[src/rtl/core/srk_ram.sv]
module srk_ram #(
    parameter int WIDTH = 8,
    parameter int DEPTH = 256
) (
    input  logic                     clk,
    input  logic                     we,
    input  logic [$clog2(DEPTH)-1:0] waddr,
    input  logic [WIDTH-1:0]         wdata,
    input  logic [$clog2(DEPTH)-1:0] raddr,
    output logic [WIDTH-1:0]         rdata
);

    logic [WIDTH-1:0] mem [DEPTH];

    // One write port, one registered read port
    always_ff @(posedge clk)
    begin
        if (we)
        begin
            mem[waddr] <= wdata;
        end
        rdata <= mem[raddr];
    end

endmodule

[config.mk]
export PLATFORM = sky130hd
export DESIGN_NAME = srk_ram
export DESIGN_NICKNAME = d
export VERILOG_FILES = /design/src/rtl/core/srk_ram.sv
export SDC_FILE = /design/constraint.sdc
export NUM_CORES = 2
export LEC_CHECK = 0
export ABC_AREA = 1
export BUFFER_PORTS_ARGS = -buffer_cell sky130_fd_sc_hd__buf_4
export CORE_ASPECT_RATIO = 1.4
export CORE_MARGIN = 2
export CORE_UTILIZATION = 50
export DETAILED_ROUTE_END_ITERATION = 6
export GPL_TIMING_DRIVEN = 0
export PLACE_DENSITY = 0.72
export SYNTH_ARGS = -nofsm -noshare
export SYNTH_HDL_FRONTEND = slang
export SYNTH_SLANG_ARGS = --single-unit
[constraint.sdc]
create_clock -name clk -period 2.1 [get_ports clk]
set_input_delay 0.105 -clock clk [delete_from_list [all_inputs] [get_ports clk]]
set_output_delay 0.105 -clock clk [all_outputs]
set_load 0.01 [all_outputs]
Yosys cells after proc, flatten, opt, wreduce, memory -nomap -nowiden
Memory sizes are Yosys's and may differ from the RTL's. A register that Yosys moved wholly into a read port is not among the register bits.
Cells that the tools add are included.
{"block": "word_totals", "n_memories": 1, "mem_bits_rw": 2048, "reg_bits": 0, "input_bits": 26}
{"memory": "mem", "depth": 256, "width": 8, "rd": 1, "rd_clocked_by_memory_dff": 1, "wr": 1, "line_no": "13", "rtl": "logic [WIDTH-1:0] mem [DEPTH];"}
{"block": "classes", "n_mux": 2}
{"op": "two-way mux 1 bit", "n": 2}

Longest topological paths before layout
{"block": "logic_depth", "depth_word": 2, "depth_mapped": 15, "mapped_depth_nobuf": 11}

Worst setup path after synthesis
No wires, ideal clock.
{"block": "synth_timing", "path_kind": "input -> register", "from": "in we", "to": "mem mem[162][0] (enable)", "n_path_buf": 2, "cell_stages": 4, "slack_ps": 504, "setup_ps": 370, "t_arrival_ps": 1226, "cell_sequence": "clkbuf_1 nand3_1 clkbuf_1 nor2_1"}
{"block": "synth_between", "elab_chain_len": 2}
{"item": "from (decl)", "line_no": "6", "rtl": "input logic we,"}
{"item": "two-way mux 1 bit", "line_no": "18", "rtl": "if (we)"}
{"item": "two-way mux 1 bit (implied by the code)", "line_no": "20", "rtl": "mem[waddr] <= wdata;"}
{"item": "to (decl)", "line_no": "13"}
No other way between the ends.

==> results by group <==
Route
  – Vias per std cell: 6.49
  – Post-Route WL: 356000 um
  – # DRC: 0
  – Vias: 62300
  – Post-DRT Antenna Nets: 0
  – WL per Instance: 37.1 um
  – Drt pass-1 iters: 7
  – Initial DRC count: 10400

Global route
  – First-pass GRT wire length: 473000 um
  – Met1 GRT Util: 46.6%
  – Met2 Use GR: 63.5%
  – Antenna violations before repair: 19
  – M3 GR Usage: 11.4%
  – Grt ovf: 0
  – Vias in the first global route: 58500
  – Largest net degree at the start of global routing: 156
  – Overall fraction of global-route tracks in use: 41.5%
  – Global route hottest layer: met2

Place
  – Dpl hpwl: 246000 um
  – RePlAce Congestion: 1.09
  – PortBufs: 26

Critical path
  – CP startpoint kind: input port
  – FF-to-FF path depth: 10
  – Critical path endpoint category: flop
  – WS Path Type: input port to flop
  – Worst r2r src: mem[210][6]
  – CP Data Required Time: 2.88 ns
  – Setup crit start: raddr[2]
  – CP max FO: 10
  – CP Data Arrival Time: 3.14 ns

CTS
  – Htree depth: 4
  – Clk pin slew, worst setup/hold paths: 0.07 ns
  – Later-pin clock latency in the skew report: 0.89 ns
  – Root Driver: clkbuf_16
  – Clock buffer depth: 3
  – Num Clock Sinks: 2056
  – CTS tree: done
  – CTS buffer count: 189

Timing
  – Period minus WS final: 2.36 ns
  – Skew final: 0.0374 ns
  – Slew @ Worst Pin: 1.72 ns
  – Fin. Hold Viols: 0
  – Final setup viols: 412
  – RSZ-0062 raised after global routing: true
  – Fmax: 423 MHz
  – Final period util: 113%
  – Final worst setup slack: -0.265 ns
  – Slew margin rel.: -14.6%
  – Hold slack: 0.0995 ns
  – Slew Limit Fails: 21

Pwr
  – Worst VDD drop: 0.905 mV
  – Clock network power share: 40.3%
  – Combinational share of power: 8.1%
  – Leak: 33.1 nW
  – P per Cell Area: 933 nW/um^2
  – Sw Share: 24.9%
  – Sequential share of power: 51.6%
  – Power, Total: 87.7 mW
  – Sw Pwr: 21.9 mW
  – Cell internal pwr: 65.8 mW

Worst hold path
  – Class of the worst hold path: input port to flop
  – Min-Delay Startpoint: we
  – Hold path depth: 3

Die
  – Starting Density: 50.3%
  – # IOs: 34
  – Row count: 177
  – Die ar.: 170000 sq um
  – CORE AREA: 166000 sq um
  – Chip Width: 349 um
  – Die Y: 487 um

Final layout
  – Most frequent cells in the layout: nand2_1, edfxtp_1, nand3_1, buf_2, nor2_1
  – Commonest non-fill, non-tap cell in the layout: nand2_1
  – Final net count: 7306
  – Area Growth Syn to Fin: 12.7%
  – Layout cells sized above 1: 11.5%

Yosys
  – Combinational family with the most area after synthesis: simple AND/OR/NAND/NOR gates
  – Synthesis Warnings: 0
  – Simple-gate share of the synthesized area: 22.9%
  – Syn_area_per_cell: 11.9 sq um
  – Post-Syn Instances: 7003
  – Multiplexer share of the synthesized area: 0%
  – Adder-Cell Fraction of Synth Area: 0%
  – Seq/Total Area, Yosys: 73.9%
  – Yosys reg bits: 2056
  – Post-synthesis xor/xnor area fraction: 0%
  – Synth unique cells: 14
  – Compound-Gate Fraction of Synth Area: 0%
  – Syn nets: 7029
  – Syn Std Cell Area: 83400 sq um

Run status
  – Failing checks: max-capacitance violations, max-slew violations, negative setup slack
  – Status: complete, but fails checks

Run
  – Max cap viols: 3
[what timing repair did]
| action | CTS | global route |
|---|---|---|
| pin swaps | 21 | 0 |
| hold buffers | 9 | 0 |
| endpoints found under the setup margin | 252 | 269 |
| buffers inserted | 32 | 0 |
| endpoints found under the hold margin | 963 | 0 |
| gates resized for setup | 128 | 125 |
| cloned | 0 | 0 |
[final timing paths]
path | to | slack (ns)
hold reg to reg | rdata[4] | 1.16
setup reg to reg | rdata[6] | -0.17
hold / removal | mem[182][0] | 0.1
setup / recovery | rdata[3] | -0.26
[synth_stat cells]
| cell | n | share of area [%] |
|---|---|---|
| buf_1 | 40 | 0.18 |
| buf_2 | 268 | 1.6 |
| buf_4 | 46 | 0.41 |
| buf_6 | 16 | 0.22 |
| buf_8 | 1 | 0.018 |
| clkbuf_1 | 112 | 0.50 |
| dfxtp_1 | 8 | 0.19 |
| edfxtp_1 | 2048 | 74 |
| inv_1 | 36 | 0.16 |
| inv_2 | 2 | 0.0090 |
| inv_4 | 1 | 0.0075 |
| nand2_1 | 2123 | 9.6 |
| nand3_1 | 2019 | 12 |
| nor2_1 | 283 | 1.3 |
[stage by stage]
| stage | cell area, sq um | TNS, ns | cells | util [%] | worst slack (ns) |
|---|---|---|---|---|---|
| 4_1_cts | 93600 | -0.383 | 9585 | 56.4 | -0.0487 |
| 2_1_floorplan | 83400 | 0 | 7003 | - | 0.504 |
| 5_1_grt | 93900 | -0.665 | 9588 | 56.6 | -0.155 |
| 3_3_place_gp | 86300 | -2982.05 | 9177 | 52.0 | -1.82 |
| 6_report | 94000 | -26.16 | 9595 | 56.6 | -0.265 |
| 3_5_place_dp | 86800 | -1334.24 | 9194 | 52.3 | -1.64 |
[area by class of cell]
class / count / area (sq um)
Tap cell: 2148 / 2690
Buffer: 483 / 2780
Timing Repair Buffer: 86 / 1040
Fill cell: 13400 / 71900
Multi-Input combinational cell: 4425 / 19400
Antenna cell: 8 / 20.0
Clock inverter: 113 / 1160
Clock buffer: 237 / 5020
Inverter: 39 / 149
Sequential cell: 2056 / 61700
[sequential cells by signal (all words and copies together) (netlist names)]
register  flops
mem        2048
rdata         8
[routing by layer]
metal	part of all wire [%]	routed length [um]
met5	0.017	61
met2	45	159000
met4	12	42600
met3	12	43900
met1	31	110000
[power groups by stage]
stage,Sequential (mW),Combinational (mW),Clock (mW)
5_1_grt,45.2,7.10,36.5
4_1_cts,45.2,6.66,35.0
3_3_place_gp,46.2,6.38,0
2_1_floorplan,46.1,2.79,0
6_report,45.2,7.11,35.3
3_5_place_dp,46.1,6.57,0
[kinds of logic after synthesis]
kind of cell	count (synthesis)
AND/OR/NAND/NOR	4425
flip-flops	2056
buffers and inverters	522
[worst max-delay path, stage by stage]
cell and delay [ns]:
buf_2 0.31, buf_2 0.42, clkdlybuf4s15_2 0.68, nand3_1 0.25, nand3_1 0.35, nand3_1 0.25
nand3_1 0.15, nand3_1 0.13, nand2_1 0.15, nand2_1 0.06, nand2_1 0.27
No activity file was read; power rests on OpenSTA's default activity.
