==> src/rtl/core/srk_pkg.sv <==
package srk_pkg;

    localparam int MAX_RECORDS = 1024;
    localparam int KEY_CHARS   = 64;

    localparam int RIDX_W = $clog2(MAX_RECORDS);
    localparam int CNT_W  = $clog2(MAX_RECORDS + 1);
    localparam int KPOS_W = $clog2(KEY_CHARS);
    localparam int LEN_W  = $clog2(KEY_CHARS + 1);
    localparam int KEY_AW = RIDX_W + KPOS_W;
    localparam int KEY_DEPTH = MAX_RECORDS * KEY_CHARS;

    // Commands
    localparam logic [1:0] CMD_CLEAR = 2'd0;
    localparam logic [1:0] CMD_PUSH  = 2'd1;
    localparam logic [1:0] CMD_CLOSE = 2'd2;
    localparam logic [1:0] CMD_READ  = 2'd3;

    // Result status
    localparam logic [1:0] ST_OK       = 2'd0;
    localparam logic [1:0] ST_OVERFLOW = 2'd1;
    localparam logic [1:0] ST_RANGE    = 2'd2;

    // Memory requests from the sort engine
    typedef struct packed {
        logic [KEY_AW-1:0] key_addr;
        logic [RIDX_W-1:0] len_addr;
        logic [RIDX_W-1:0] ord_rd_addr;
        logic              ord_wr_en;
        logic              ord_wr_bank;
        logic [RIDX_W-1:0] ord_wr_addr;
        logic [RIDX_W-1:0] ord_wr_data;
    } srk_req_t;

    // Registered read data back to the sort engine
    typedef struct packed {
        logic [7:0]        key_data;
        logic [LEN_W-1:0]  len_data;
        logic [RIDX_W-1:0] ord_a_data;
        logic [RIDX_W-1:0] ord_b_data;
    } srk_rsp_t;

endpackage

==> src/rtl/core/srk_sorter.sv <==
module srk_sorter (
    input  logic                     clk,
    input  logic                     rst_n,
    input  logic                     start,
    input  logic [srk_pkg::CNT_W-1:0] count,
    input  srk_pkg::srk_rsp_t        rsp,
    output srk_pkg::srk_req_t        req,
    output logic                     done,
    output logic                     bank
);

    localparam int CW = srk_pkg::CNT_W;
    localparam int RW = srk_pkg::RIDX_W;
    localparam int LW = srk_pkg::LEN_W;
    localparam int PW = srk_pkg::KPOS_W;

    localparam logic [3:0] S_IDLE  = 4'd0;
    localparam logic [3:0] S_INIT  = 4'd1;
    localparam logic [3:0] S_CHUNK = 4'd2;
    localparam logic [3:0] S_SEL   = 4'd3;
    localparam logic [3:0] S_RDP   = 4'd4;
    localparam logic [3:0] S_RDQ   = 4'd5;
    localparam logic [3:0] S_LENP  = 4'd6;
    localparam logic [3:0] S_LENQ  = 4'd7;
    localparam logic [3:0] S_LENC  = 4'd8;
    localparam logic [3:0] S_CHP   = 4'd9;
    localparam logic [3:0] S_CHQ   = 4'd10;
    localparam logic [3:0] S_CMP   = 4'd11;
    localparam logic [3:0] S_WR    = 4'd12;
    localparam logic [3:0] S_CPY   = 4'd13;
    localparam logic [3:0] S_CPYW  = 4'd14;
    localparam logic [3:0] S_DONE  = 4'd15;

    logic [3:0]    state_reg, state_next;
    logic [CW-1:0] n_reg, n_next;
    logic [CW-1:0] i_reg, i_next;
    logic [CW-1:0] width_reg, width_next;
    logic [CW-1:0] lo_reg, lo_next;
    logic [CW-1:0] mid_reg, mid_next;
    logic [CW-1:0] hi_reg, hi_next;
    logic [CW-1:0] p_reg, p_next;
    logic [CW-1:0] q_reg, q_next;
    logic [CW-1:0] k_reg, k_next;
    logic          src_reg, src_next;
    logic [RW-1:0] rec_p_reg, rec_p_next;
    logic [RW-1:0] rec_q_reg, rec_q_next;
    logic [LW-1:0] lenp_reg, lenp_next;
    logic [LW-1:0] lenq_reg, lenq_next;
    logic [LW-1:0] c_reg, c_next;
    logic [7:0]    cp_reg, cp_next;
    logic          winq_reg, winq_next;
    logic          cpyq_reg, cpyq_next;

    logic [RW-1:0] ord_src;
    logic [CW:0]   sum_mid, sum_hi;

    assign ord_src = src_reg ? rsp.ord_b_data : rsp.ord_a_data;
    assign sum_mid = {1'b0, lo_reg} + {1'b0, width_reg};
    assign sum_hi  = {1'b0, lo_reg} + {width_reg, 1'b0};
    assign bank    = src_reg;

    // Merge sort sequencer: at most one memory access per step
    always_comb
    begin
        state_next = state_reg;
        n_next     = n_reg;
        i_next     = i_reg;
        width_next = width_reg;
        lo_next    = lo_reg;
        mid_next   = mid_reg;
        hi_next    = hi_reg;
        p_next     = p_reg;
        q_next     = q_reg;
        k_next     = k_reg;
        src_next   = src_reg;
        rec_p_next = rec_p_reg;
        rec_q_next = rec_q_reg;
        lenp_next  = lenp_reg;
        lenq_next  = lenq_reg;
        c_next     = c_reg;
        cp_next    = cp_reg;
        winq_next  = winq_reg;
        cpyq_next  = cpyq_reg;
        done       = 1'b0;
        req             = '0;
        req.key_addr    = {rec_p_reg, c_reg[PW-1:0]};
        req.len_addr    = rec_p_reg;
        req.ord_rd_addr = p_reg[RW-1:0];
        req.ord_wr_bank = ~src_reg;
        req.ord_wr_addr = k_reg[RW-1:0];
        req.ord_wr_data = winq_reg ? rec_q_reg : rec_p_reg;

        unique case (state_reg)
            S_IDLE:
            begin
                if (start)
                begin
                    n_next   = count;
                    i_next   = '0;
                    src_next = 1'b0;
                    state_next = (count == '0) ? S_DONE : S_INIT;
                end
            end
            S_INIT:
            begin
                req.ord_wr_en   = 1'b1;
                req.ord_wr_bank = 1'b0;
                req.ord_wr_addr = i_reg[RW-1:0];
                req.ord_wr_data = i_reg[RW-1:0];
                i_next = i_reg + 1'b1;
                if (i_next == n_reg)
                begin
                    width_next = CW'(1);
                    lo_next    = '0;
                    state_next = (n_reg < CW'(2)) ? S_DONE : S_CHUNK;
                end
            end
            S_CHUNK:
            begin
                if (lo_reg >= n_reg)
                begin
                    // pass complete
                    src_next = ~src_reg;
                    lo_next  = '0;
                    width_next = CW'({width_reg, 1'b0});
                    if ({width_reg, 1'b0} >= {1'b0, n_reg})
                    begin
                        state_next = S_DONE;
                    end
                end
                else
                begin
                    mid_next = (sum_mid < {1'b0, n_reg}) ? sum_mid[CW-1:0] : n_reg;
                    hi_next  = (sum_hi < {1'b0, n_reg}) ? sum_hi[CW-1:0] : n_reg;
                    p_next   = lo_reg;
                    q_next   = mid_next;
                    k_next   = lo_reg;
                    state_next = S_SEL;
                end
            end
            S_SEL:
            begin
                priority if (p_reg < mid_reg && q_reg < hi_reg)
                begin
                    state_next = S_RDP;
                end
                else if (p_reg < mid_reg)
                begin
                    cpyq_next  = 1'b0;
                    state_next = S_CPY;
                end
                else if (q_reg < hi_reg)
                begin
                    cpyq_next  = 1'b1;
                    state_next = S_CPY;
                end
                else
                begin
                    lo_next    = hi_reg;
                    state_next = S_CHUNK;
                end
            end
            S_RDP:
            begin
                req.ord_rd_addr = p_reg[RW-1:0];
                state_next = S_RDQ;
            end
            S_RDQ:
            begin
                rec_p_next      = ord_src;
                req.ord_rd_addr = q_reg[RW-1:0];
                state_next = S_LENP;
            end
            S_LENP:
            begin
                rec_q_next   = ord_src;
                req.len_addr = rec_p_reg;
                state_next = S_LENQ;
            end
            S_LENQ:
            begin
                lenp_next    = rsp.len_data;
                req.len_addr = rec_q_reg;
                c_next       = '0;
                state_next = S_LENC;
            end
            S_LENC:
            begin
                lenq_next  = rsp.len_data;
                state_next = S_CHP;
            end
            S_CHP:
            begin
                if (c_reg < lenp_reg && c_reg < lenq_reg)
                begin
                    req.key_addr = {rec_p_reg, c_reg[PW-1:0]};
                    state_next = S_CHQ;
                end
                else
                begin
                    // common prefix: shorter key first, ties keep load order
                    winq_next  = lenp_reg > lenq_reg;
                    state_next = S_WR;
                end
            end
            S_CHQ:
            begin
                cp_next      = rsp.key_data;
                req.key_addr = {rec_q_reg, c_reg[PW-1:0]};
                state_next = S_CMP;
            end
            S_CMP:
            begin
                if (cp_reg != rsp.key_data)
                begin
                    winq_next  = cp_reg > rsp.key_data;
                    state_next = S_WR;
                end
                else
                begin
                    c_next     = c_reg + 1'b1;
                    state_next = S_CHP;
                end
            end
            S_WR:
            begin
                req.ord_wr_en = 1'b1;
                k_next = k_reg + 1'b1;
                if (winq_reg)
                begin
                    q_next = q_reg + 1'b1;
                end
                else
                begin
                    p_next = p_reg + 1'b1;
                end
                state_next = S_SEL;
            end
            S_CPY:
            begin
                req.ord_rd_addr = cpyq_reg ? q_reg[RW-1:0] : p_reg[RW-1:0];
                state_next = S_CPYW;
            end
            S_CPYW:
            begin
                req.ord_wr_en   = 1'b1;
                req.ord_wr_data = ord_src;
                k_next = k_reg + 1'b1;
                if (cpyq_reg)
                begin
                    q_next = q_reg + 1'b1;
                end
                else
                begin
                    p_next = p_reg + 1'b1;
                end
                state_next = S_SEL;
            end
            S_DONE:
            begin
                done       = 1'b1;
                state_next = S_IDLE;
            end
            default:
            begin
                state_next = S_IDLE;
            end
        endcase
    end

    // Control state
    always_ff @(posedge clk or negedge rst_n)
    begin
        if (!rst_n)
        begin
            state_reg <= S_IDLE;
            src_reg   <= 1'b0;
        end
        else
        begin
            state_reg <= state_next;
            src_reg   <= src_next;
        end
    end

    // Datapath registers
    always_ff @(posedge clk)
    begin
        n_reg     <= n_next;
        i_reg     <= i_next;
        width_reg <= width_next;
        lo_reg    <= lo_next;
        mid_reg   <= mid_next;
        hi_reg    <= hi_next;
        p_reg     <= p_next;
        q_reg     <= q_next;
        k_reg     <= k_next;
        rec_p_reg <= rec_p_next;
        rec_q_reg <= rec_q_next;
        lenp_reg  <= lenp_next;
        lenq_reg  <= lenq_next;
        c_reg     <= c_next;
        cp_reg    <= cp_next;
        winq_reg  <= winq_next;
        cpyq_reg  <= cpyq_next;
    end

endmodule

==> config.mk <==
export PLATFORM = sky130hd
export DESIGN_NAME = srk_sorter
export DESIGN_NICKNAME = d
export VERILOG_FILES = /design/src/rtl/core/srk_pkg.sv /design/src/rtl/core/srk_sorter.sv
export SDC_FILE = /design/constraint.sdc
export NUM_CORES = 1
export LEC_CHECK = 0
export BUFFER_PORTS_ARGS = -buffer_cell sky130_fd_sc_hd__buf_4
export CORE_ASPECT_RATIO = 0.7
export CORE_MARGIN = 3
export CORE_UTILIZATION = 61
export CTS_CLUSTER_SIZE = 28
export DETAILED_ROUTE_END_ITERATION = 8
export HOLD_SLACK_MARGIN = 0.05
export PLACE_DENSITY = 0.82
export SYNTH_ARGS = -nofsm -noshare
export SYNTH_HDL_FRONTEND = slang
export SYNTH_SLANG_ARGS = --single-unit
==> constraint.sdc <==
create_clock -name clk -period 5.4 [get_ports clk]
set_clock_uncertainty 0.1 [all_clocks]
set_input_delay 1.08 -clock clk [delete_from_list [all_inputs] [get_ports clk]]
set_output_delay 1.08 -clock clk [all_outputs]
set_load 0.005 [all_outputs]
Word level (Yosys, flattened, before mapping)
Cells that the tools add are included.
Storage, ports and cells
  latch bits: 0
  memory bits (read-only): 0
  input bits: 49
  memory bits (writable): 0
  register bits: 155
  memories kept: 0
  output and inout bits: 60
Cells by class
  multiplexer cells: 53
  $add $sub $neg: 7
  div/mod/pow operators: 0
  multipliers: 0
  equal/unequal tests: 32
  bitwise operators: 3
  reductions and logical operators: 28
  magnitude comparators: 11
  shifts and indexed selects: 0
Operators by type and width (count)
  $mux W11: 17
  $pmux W11 S3: 3
  $pmux W11 S2: 3
  $pmux W4 S15: 1
  $add A11 B1 Y11 const B: 4
  $mux W10: 4
  $pmux W10 S2: 2
  $mux W4: 9
  $eq A4 B4 Y1 const B: 8
  $ne A2 B2 Y1 const B: 14
  $lt A12 B11 Y1: 2
  $lt A11 B11 Y1: 2
  $eq A4 B3 Y1 const B: 4
  $mux W16: 1
  $reduce_and A3 Y1: 5
  $lt A7 B7 Y1: 2
  $pmux W7 S2: 1
  $reduce_bool A2 Y1: 7
  $add A11 B11 Y12: 1
  $add A11 B12 Y12: 1
  $ge A12 B11 Y1: 1
  $eq A11 B11 Y1: 1
  $ge A11 B11 Y1: 1
  $logic_not A11 Y1: 1
  21 further kinds: 39

Longest topological paths before layout
Gate-level depths: netlist of the first run.
  word-level depth: 5
  gate-level depth with buffers: 17
  depth with buffers taken out: 15

Worst setup path before layout of the first run
No wires, ideal clock.
  path kind: reg2reg
  from: register width_reg[1]
  to: register mid_reg[0], data pin
  path slack: 1.627 ns
  data required time: 5.040 ns
  library setup time: 0.260 ns
  data arrival time: 3.414 ns
  buffers on the path: 0
  cell stages (with the launch flop): 13
  cell sequence: edfxtp_1 > ha_1 > a211oi_1 > o21ai_1 > a21o_1 > a31o_2 > a21oi_1 > xnor2_1 > ha_1 > a2111oi_1 > a31oi_4 > nor2_4 > mux2_2
Between the ends
  word-level cells in the longest chain between the ends: 3
RTL lines
  start: declaration: line srk_sorter.sv:37  | logic [CW-1:0] width_reg, width_next;
  start signal: assignment: line srk_sorter.sv:291  | width_reg <= width_next;
  $add A11 B11 Y12: line srk_sorter.sv:58  | assign sum_mid = {1'b0, lo_reg} + {1'b0, width_reg};
  $lt A12 B11 Y1: line srk_sorter.sv:133  | mid_next = (sum_mid < {1'b0, n_reg}) ? sum_mid[CW-1:0] : n_reg;
  $mux W11: line srk_sorter.sv:133
  end signal: assignment: line srk_sorter.sv:293  | mid_reg <= mid_next;
  end: declaration: line srk_sorter.sv:39  | logic [CW-1:0] mid_reg, mid_next;
Every way passes these cells.
A chain may end at the register's enable or synchronous reset.

Worst setup path after layout of the first run
  from: register width_reg[1]
  to: register mid_reg[2], data pin
Between the ends
  word-level cells in the longest chain between the ends: 3
RTL lines (line)
  $add A11 B11 Y12 (*): srk_sorter.sv:58
  $lt A12 B11 Y1: srk_sorter.sv:133
  $mux W11 (*): srk_sorter.sv:133
Every way passes the cells marked *; elsewhere a longest branch is shown, timed or not.

==> results.md, run 1 <==
* Run status: finished clean
* Buffers & Inverters on Critical Path at 0
* Clock Latency Late Sink at 0.43 ns
* Slew @ Worst Pin at 1.200 ns
* Synth Register Bits at 154
* Via count at 8913
* Crit Path Max Fanout at 19
* Final period util at 0.8000
* Final hold violation count at 0
* HP Class: in -> async
* Layout cells sized above 1 at 0.1909
* Final ANT Viol Nets at 0
* DPL Wire Length at 22.94 mm
* # port buffers at 108
* VDD IR max at 0.3092 mV
* RePlAce Congestion at 0.9456
* Worst setup path start: width_reg[1]
* Required time of the worst setup path at 5.47 ns
* Worst setup SP type: register
* Worst EP arrival at 4.39 ns
* Most used DFF post-synth: edfxtp_1
* CTS max path bufs at 2
* Reg2Reg Launch Point: width_reg[1]
* Count of warnings emitted by yosys at 0
* TritonCTS clock tree: built
* Crit-path most repeated cell: ha_1
* Remaining Overflow, GRT at 0
* Total CTS buffers at 17
* Final core occ at 0.7188
* Cell variety after synth at 75
* Vias per inst at 6.394
* Slowest-stage cell, CP: a2111oi_1
* Largest area contributor in the netlist: edfxtp_1
* RSZ-0062 raised after global routing: false
* Crit path kind: reg -> reg
* GRT Util Overall at 0.3018
* Initial Util at 0.6295
* Syn Std Cell Area at 10930 um^2
* Detailed router's first-iteration violation count at 991
* Most frequent cells in the layout: edfxtp_1, buf_4, ha_1, nand2_1, nor2_1
* Largest net degree at the start of global routing at 39
* Drt first pass iters at 5
* Vias in the first global route at 8512
* Rows at 40
* CTS resizes at 0
* Root buf cell: clkbuf_16
* Crit path time final at 4.320 ns
* Area grow syn2layout at 14.19%
* Post-Route WL at 29.92 mm
* Pleak at 5.235 nW
* # Max-Cap Violations at 0
* Achievable clock frequency at 0.2315 GHz
* Most common cell after layout, fill and taps aside: edfxtp_1
* Hold buffer count at cts at 0
* Clk network pwr share at 0.145
* CP endpoint kind: register
* CP peak stage delay at 0.51 ns
* WL/cell at 21.46 um
* Chip Height at 118 um
* Post-synth ARST share at 0.03247
* Cell Pwr Density at 660.0 nW/um^2
* EDFF count, synth at 149
* Yosys top cell area share at 0.4093
* # clock sinks at 154
* CORE AREA at 17370 um^2
* Antenna violations before repair at 0
* Seq/Total Area, Yosys at 0.4207
* Gate power share at 0.571
* Mapped Cells at 1054
* Slew headroom at 0.1894
* Flop pwr share at 0.284
* N_diodes at 0
* Net Sw Frac at 0.4292
* IO Pins at 109
* Pins Over Slew Limit at 0
* Syn Area/Cell at 10.37 um^2
* H-tree Lvls at 4
* Final-report setup violation count at 0
* Global-route wire length before repair at 46.59 mm
* Net Sw Power at 3.537 mW
* Setup TNS at 0 ns
* Overall Power at 8.239 mW
* Top delay family on crit path: compound AO/OA/AOI/OAI gates
* NumNets Final at 1318
* Syn nets at 1222
* Die area at 19590 um^2
* Remaining DRCs at 0
* Cell Chain, Critical Path: ha_1 > a211oi_1 > o21ai_1 > a21o_1 > a31o_2 > a21oi_1 > xnor2_1 > ha_1 > a2111oi_1 > a31oi_4 > nor2_4 > mux2_2
* Clock transition at path regs at 0.06 ns
* Die X at 166.0 um
* P_int at 4.703 mW
* Setup Buffers After CTS at 0
* Largest cells by area after synthesis: edfxtp_1, ha_1, mux2_2
## final cells by class
| class | count | area (um^2) |
|---|---|---|
| fillers | 1239 | 4883 |
| inverters | 68 | 255.2 |
| clock buffers | 18 | 429.2 |
| clock inverters | 14 | 150.1 |
| repair buffers | 119 | 893.4 |
| well taps | 231 | 289.0 |
| flip-flops and latches | 154 | 4599 |
| multi-input cells | 790 | 5867 |
## metal layers
| metal | track usage | share of wire |
|---|---|---|
| met1 | 0.4555 | 0.44 |
| met2 | 0.4284 | 0.42 |
| met3 | 0.09030 | 0.13 |
| met4 | 0.06857 | 0.017 |
| met5 | 0 | 0 |
## power by group through the flow
stage	combinational, mW	sequential (mW)	clock [mW]
after floorplan	3.52	2.11	0
after CTS	4.64	2.31	1.19
after detailed placement	4.58	2.34	0
after global placement	4.46	2.32	0
after global routing	5.17	2.37	1.24
final	4.71	2.34	1.20
## kinds of logic (layout without fill, tap and decap cells)
family          count (synthesis)  after routing  synth area share
fa+ha+maj                     119            119            0.1376
compound gates                184            184            0.1124
simple gates                  356            356            0.1629
mux                            67             67           0.07108
buf+inv                       110            219           0.04281
flops                         154            154            0.4207
xor+xnor                       64             64           0.05254
## synthesized netlist by cell type (24+ instances only)
| cell | number |
|---|---|
| a21oi_1 | 49 |
| clkbuf_1 | 24 |
| edfxtp_1 | 149 |
| ha_1 | 117 |
| inv_1 | 68 |
| mux2_2 | 45 |
| nand2_1 | 104 |
| nand3_1 | 41 |
| nor2_1 | 75 |
| o21ai_0 | 34 |
| xnor2_1 | 37 |
| xor2_1 | 26 |
## metrics by stage
step           hold slack [ns]  instance area [um^2]  setup slack, ns  std cells
2_1_floorplan           0.4258                 10930            1.627       1054
3_3_place_gp            0.5256                 11900            1.204       1362
3_5_place_dp            0.5059                 11900            1.131       1362
4_1_cts                 0.3381                 12480            1.102       1394
5_1_grt                 0.3416                 12480           0.8264       1394
6_report                0.3485                 12480            1.080       1394
## worst register-to-register path, cell delays in order (launching register included)
cell       delay, ns
edfxtp_1        0.50
ha_1            0.36
a211oi_1        0.32
o21ai_1         0.20
a21o_1          0.21
a31o_2          0.23
a21oi_1         0.17
xnor2_1         0.13
ha_1            0.22
a2111oi_1       0.51
a31oi_4         0.39
nor2_4          0.36
mux2_2          0.38
## path summary, 6_finish.rpt
path                       slack, ns            to  cells past startpoint
setup / recovery                1.08    mid_reg[2]                     12
hold / removal                  0.35  state_reg[2]                      1
setup reg to reg                1.08    mid_reg[2]                     12
hold reg to reg                 0.55     lo_reg[0]                      1
max in group asynchronous       4.74          bank                      1
min in group clk                0.55     lo_reg[0]                      1
No activity file was read; power rests on OpenSTA's default activity.
==> run 2, diff against run 1 <==
Settings changed: ABC_AREA set to 1.
Clock period 5.4 ns to 4.1 ns, I/O delays scaled along.
==> run 2 against run 1 <==
Effect of this change:
- combinational power rose by 37%
- hold slack got worse by 0.28 ns
- clock power rose by 25%
- global-route usage rose by 1.3 points
- sequential power rose by 32%
- sequential cell count did not move
- wire length rose by 5.0%
- cell count rose by 23%
- sequential share of layout area fell by 0.55 points
- core utilization rose by 0.68 points
- critical path type unchanged
- critical endpoint is now hi_reg[3]
==> results.md, run 2 <==
* Largest area contributor in the netlist: edfxtp_1
* Most frequent cells in the layout: nand2_1, inv_1, edfxtp_1, buf_4, nor2_1
* Syn Area/Cell at 8.156 um^2
* Antenna violations before repair at 1
* Post-synth ARST share at 0.03247
* Achievable clock frequency at 0.2605 GHz
* Worst EP arrival at 3.93 ns
* TritonCTS clock tree: built
* Gate power share at 0.584
* Net Sw Frac at 0.4805
* Die X at 166.9 um
* Setup Buffers After CTS at 0
* NumNets Final at 1635
* Clk network pwr share at 0.136
* CP peak stage delay at 0.49 ns
* Largest net degree at the start of global routing at 36
* Vias per inst at 5.922
* Vias in the first global route at 9461
* Largest cells by area after synthesis: edfxtp_1, ha_1, nand2_1
* Setup TNS at 0 ns
* Pre-CTS setup slack at 0.4092 ns
* # port buffers at 108
* Cell variety after synth at 42
* N_diodes at 0
* Required time of the worst setup path at 4.19 ns
* H-tree Lvls at 4
* Pins Over Slew Limit at 0
* EDFF count, synth at 149
* Post-Route WL at 31.42 mm
* Via count at 10130
* # Max-Cap Violations at 0
* Final ANT Viol Nets at 0
* Cell Pwr Density at 869.4 nW/um^2
* Crit Path Max Fanout at 12
* Yosys top cell area share at 0.4048
* CTS resizes at 0
* Root buf cell: clkbuf_16
* Overall Power at 11.02 mW
* Seq/Total Area, Yosys at 0.4162
* GRT Util Overall at 0.3147
* Crit path time final at 3.839 ns
* Mapped Cells at 1355
* Setup WS post-layout at 0.2606 ns
* Cell area after layout at 12670 um^2
* Remaining DRCs at 0
* Dpl cell area at 12130 um^2
* RePlAce Congestion at 0.9708
* CTS max path bufs at 2
* Slowest-stage cell, CP: edfxtp_1
* Detailed router's first-iteration violation count at 1230
* DPL Wire Length at 23.78 mm
* Final-report setup violation count at 0
* IO Pins at 109
* CORE AREA at 17470 um^2
* # clock sinks at 154
* Synth Register Bits at 154
* Slew headroom at 0.2763
* CP endpoint kind: register
* VDD IR max at 0.5052 mV
* RSZ-0062 raised after global routing: false
* Clock Latency Late Sink at 0.44 ns
* Chip Height at 118.6 um
* Syn nets at 1523
* Drt first pass iters at 7
* Crit path kind: reg -> reg
* Layout cells sized above 1 at 0.1243
* Area grow syn2layout at 14.67%
* Flop pwr share at 0.280
* Count of warnings emitted by yosys at 0
* HP Class: in -> async
* Initial Util at 0.6327
* Most used DFF post-synth: edfxtp_1
* Total CTS buffers at 17
* Pleak at 6.087 nW
* Hold Slack at 0.06908 ns
* Slew @ Worst Pin at 1.082 ns
* Commonest cells post-synth: nand2_1, inv_1, edfxtp_1, nor2_1, ha_1
* Hold buffer count at cts at 0
* Most common cell after layout, fill and taps aside: nand2_1
* Remaining Overflow, GRT at 0
* Worst setup SP type: register
* Die area at 19790 um^2
* Rows at 40
* Most numerous cell in the Yosys netlist: nand2_1
* Syn Std Cell Area at 11050 um^2
* Clock transition at path regs at 0.07 ns
* Final period util at 0.9364
* WL/cell at 18.36 um
* Crit-path most repeated cell: nand3_1
* Buffers & Inverters on Critical Path at 0
* Global-route wire length before repair at 49.13 mm
* Net Sw Power at 5.294 mW
* Cell Chain, Critical Path: ha_1 > fa_1 > nand3_1 > nand3_1 > xor2_1 > ha_1 > a21oi_1 > nor2_1 > nor2_1 > nand3_1 > nand3_1 > nand2_1 > nand2_1 > nand3_1 > nand2_1 > nand2_1
* Top delay family on crit path: simple AND/OR/NAND/NOR gates
* Final hold violation count at 0
* P_int at 5.724 mW
* Run status: finished clean
[run 2: stage by stage]
stage               instances    util
floorplan                1355       -
global placement         1679  0.6945
detailed placement       1679  0.6945
CTS                      1711  0.7256
global route             1711  0.7256
finish                   1711  0.7256
[run 2: logic make-up after synthesis]
logic type / Yosys count / synth area share
buffers and inverters: 241 / 0.08502
AOI/OAI and AO/OA: 175 / 0.08887
muxes: 10 / 0.01019
DFF: 154 / 0.4162
xor gates and xnor gates: 21 / 0.01664
and+or+nand+nor: 635 / 0.2470
adders and majority gates: 119 / 0.1361
[run 2: final timing paths]
kind	start	endpoint	slack, ns	cells after the start
max in group asynchronous	rst_n	state_reg[2]	3.72	1
setup / recovery	lo_reg[1]	hi_reg[3]	0.26	16
min in group clk	rsp[26]	lenq_reg[6]	0.47	1
hold reg to reg	hi_reg[8]	lo_reg[8]	0.50	2
hold / removal	rst_n	state_reg[3]	0.07	1
setup reg to reg	lo_reg[1]	hi_reg[3]	0.26	16
[run 2: power by group through the flow]
stage,Combinational [mW],Sequential (mW),Clock (mW)
final,6.43,3.09,1.50
after global routing,7.19,3.12,1.57
after CTS,6.30,3.06,1.49
after detailed placement,6.24,3.09,0
after global placement,5.96,3.07,0
after floorplan,4.45,2.87,0
[run 2: per-layer routing]
layer,GRT usage,part of all wire,wire length [um]
met4,0.09686,0.025,790
met5,0,0.00035,11
met2,0.4761,0.43,13640
met3,0.07489,0.12,3725
met1,0.4507,0.42,13250
[run 2: final cells by class]
| class | count | area [um^2] |
|---|---|---|
| Multi-Input combinational cell | 960 | 5515 |
| Fill cell | 1329 | 4793 |
| Sequential cell | 154 | 4599 |
| Timing Repair Buffer | 126 | 945.9 |
| Inverter | 208 | 780.7 |
| Clock buffer | 17 | 425.4 |
| Tap cell | 231 | 289.0 |
| Clock inverter | 15 | 117.6 |
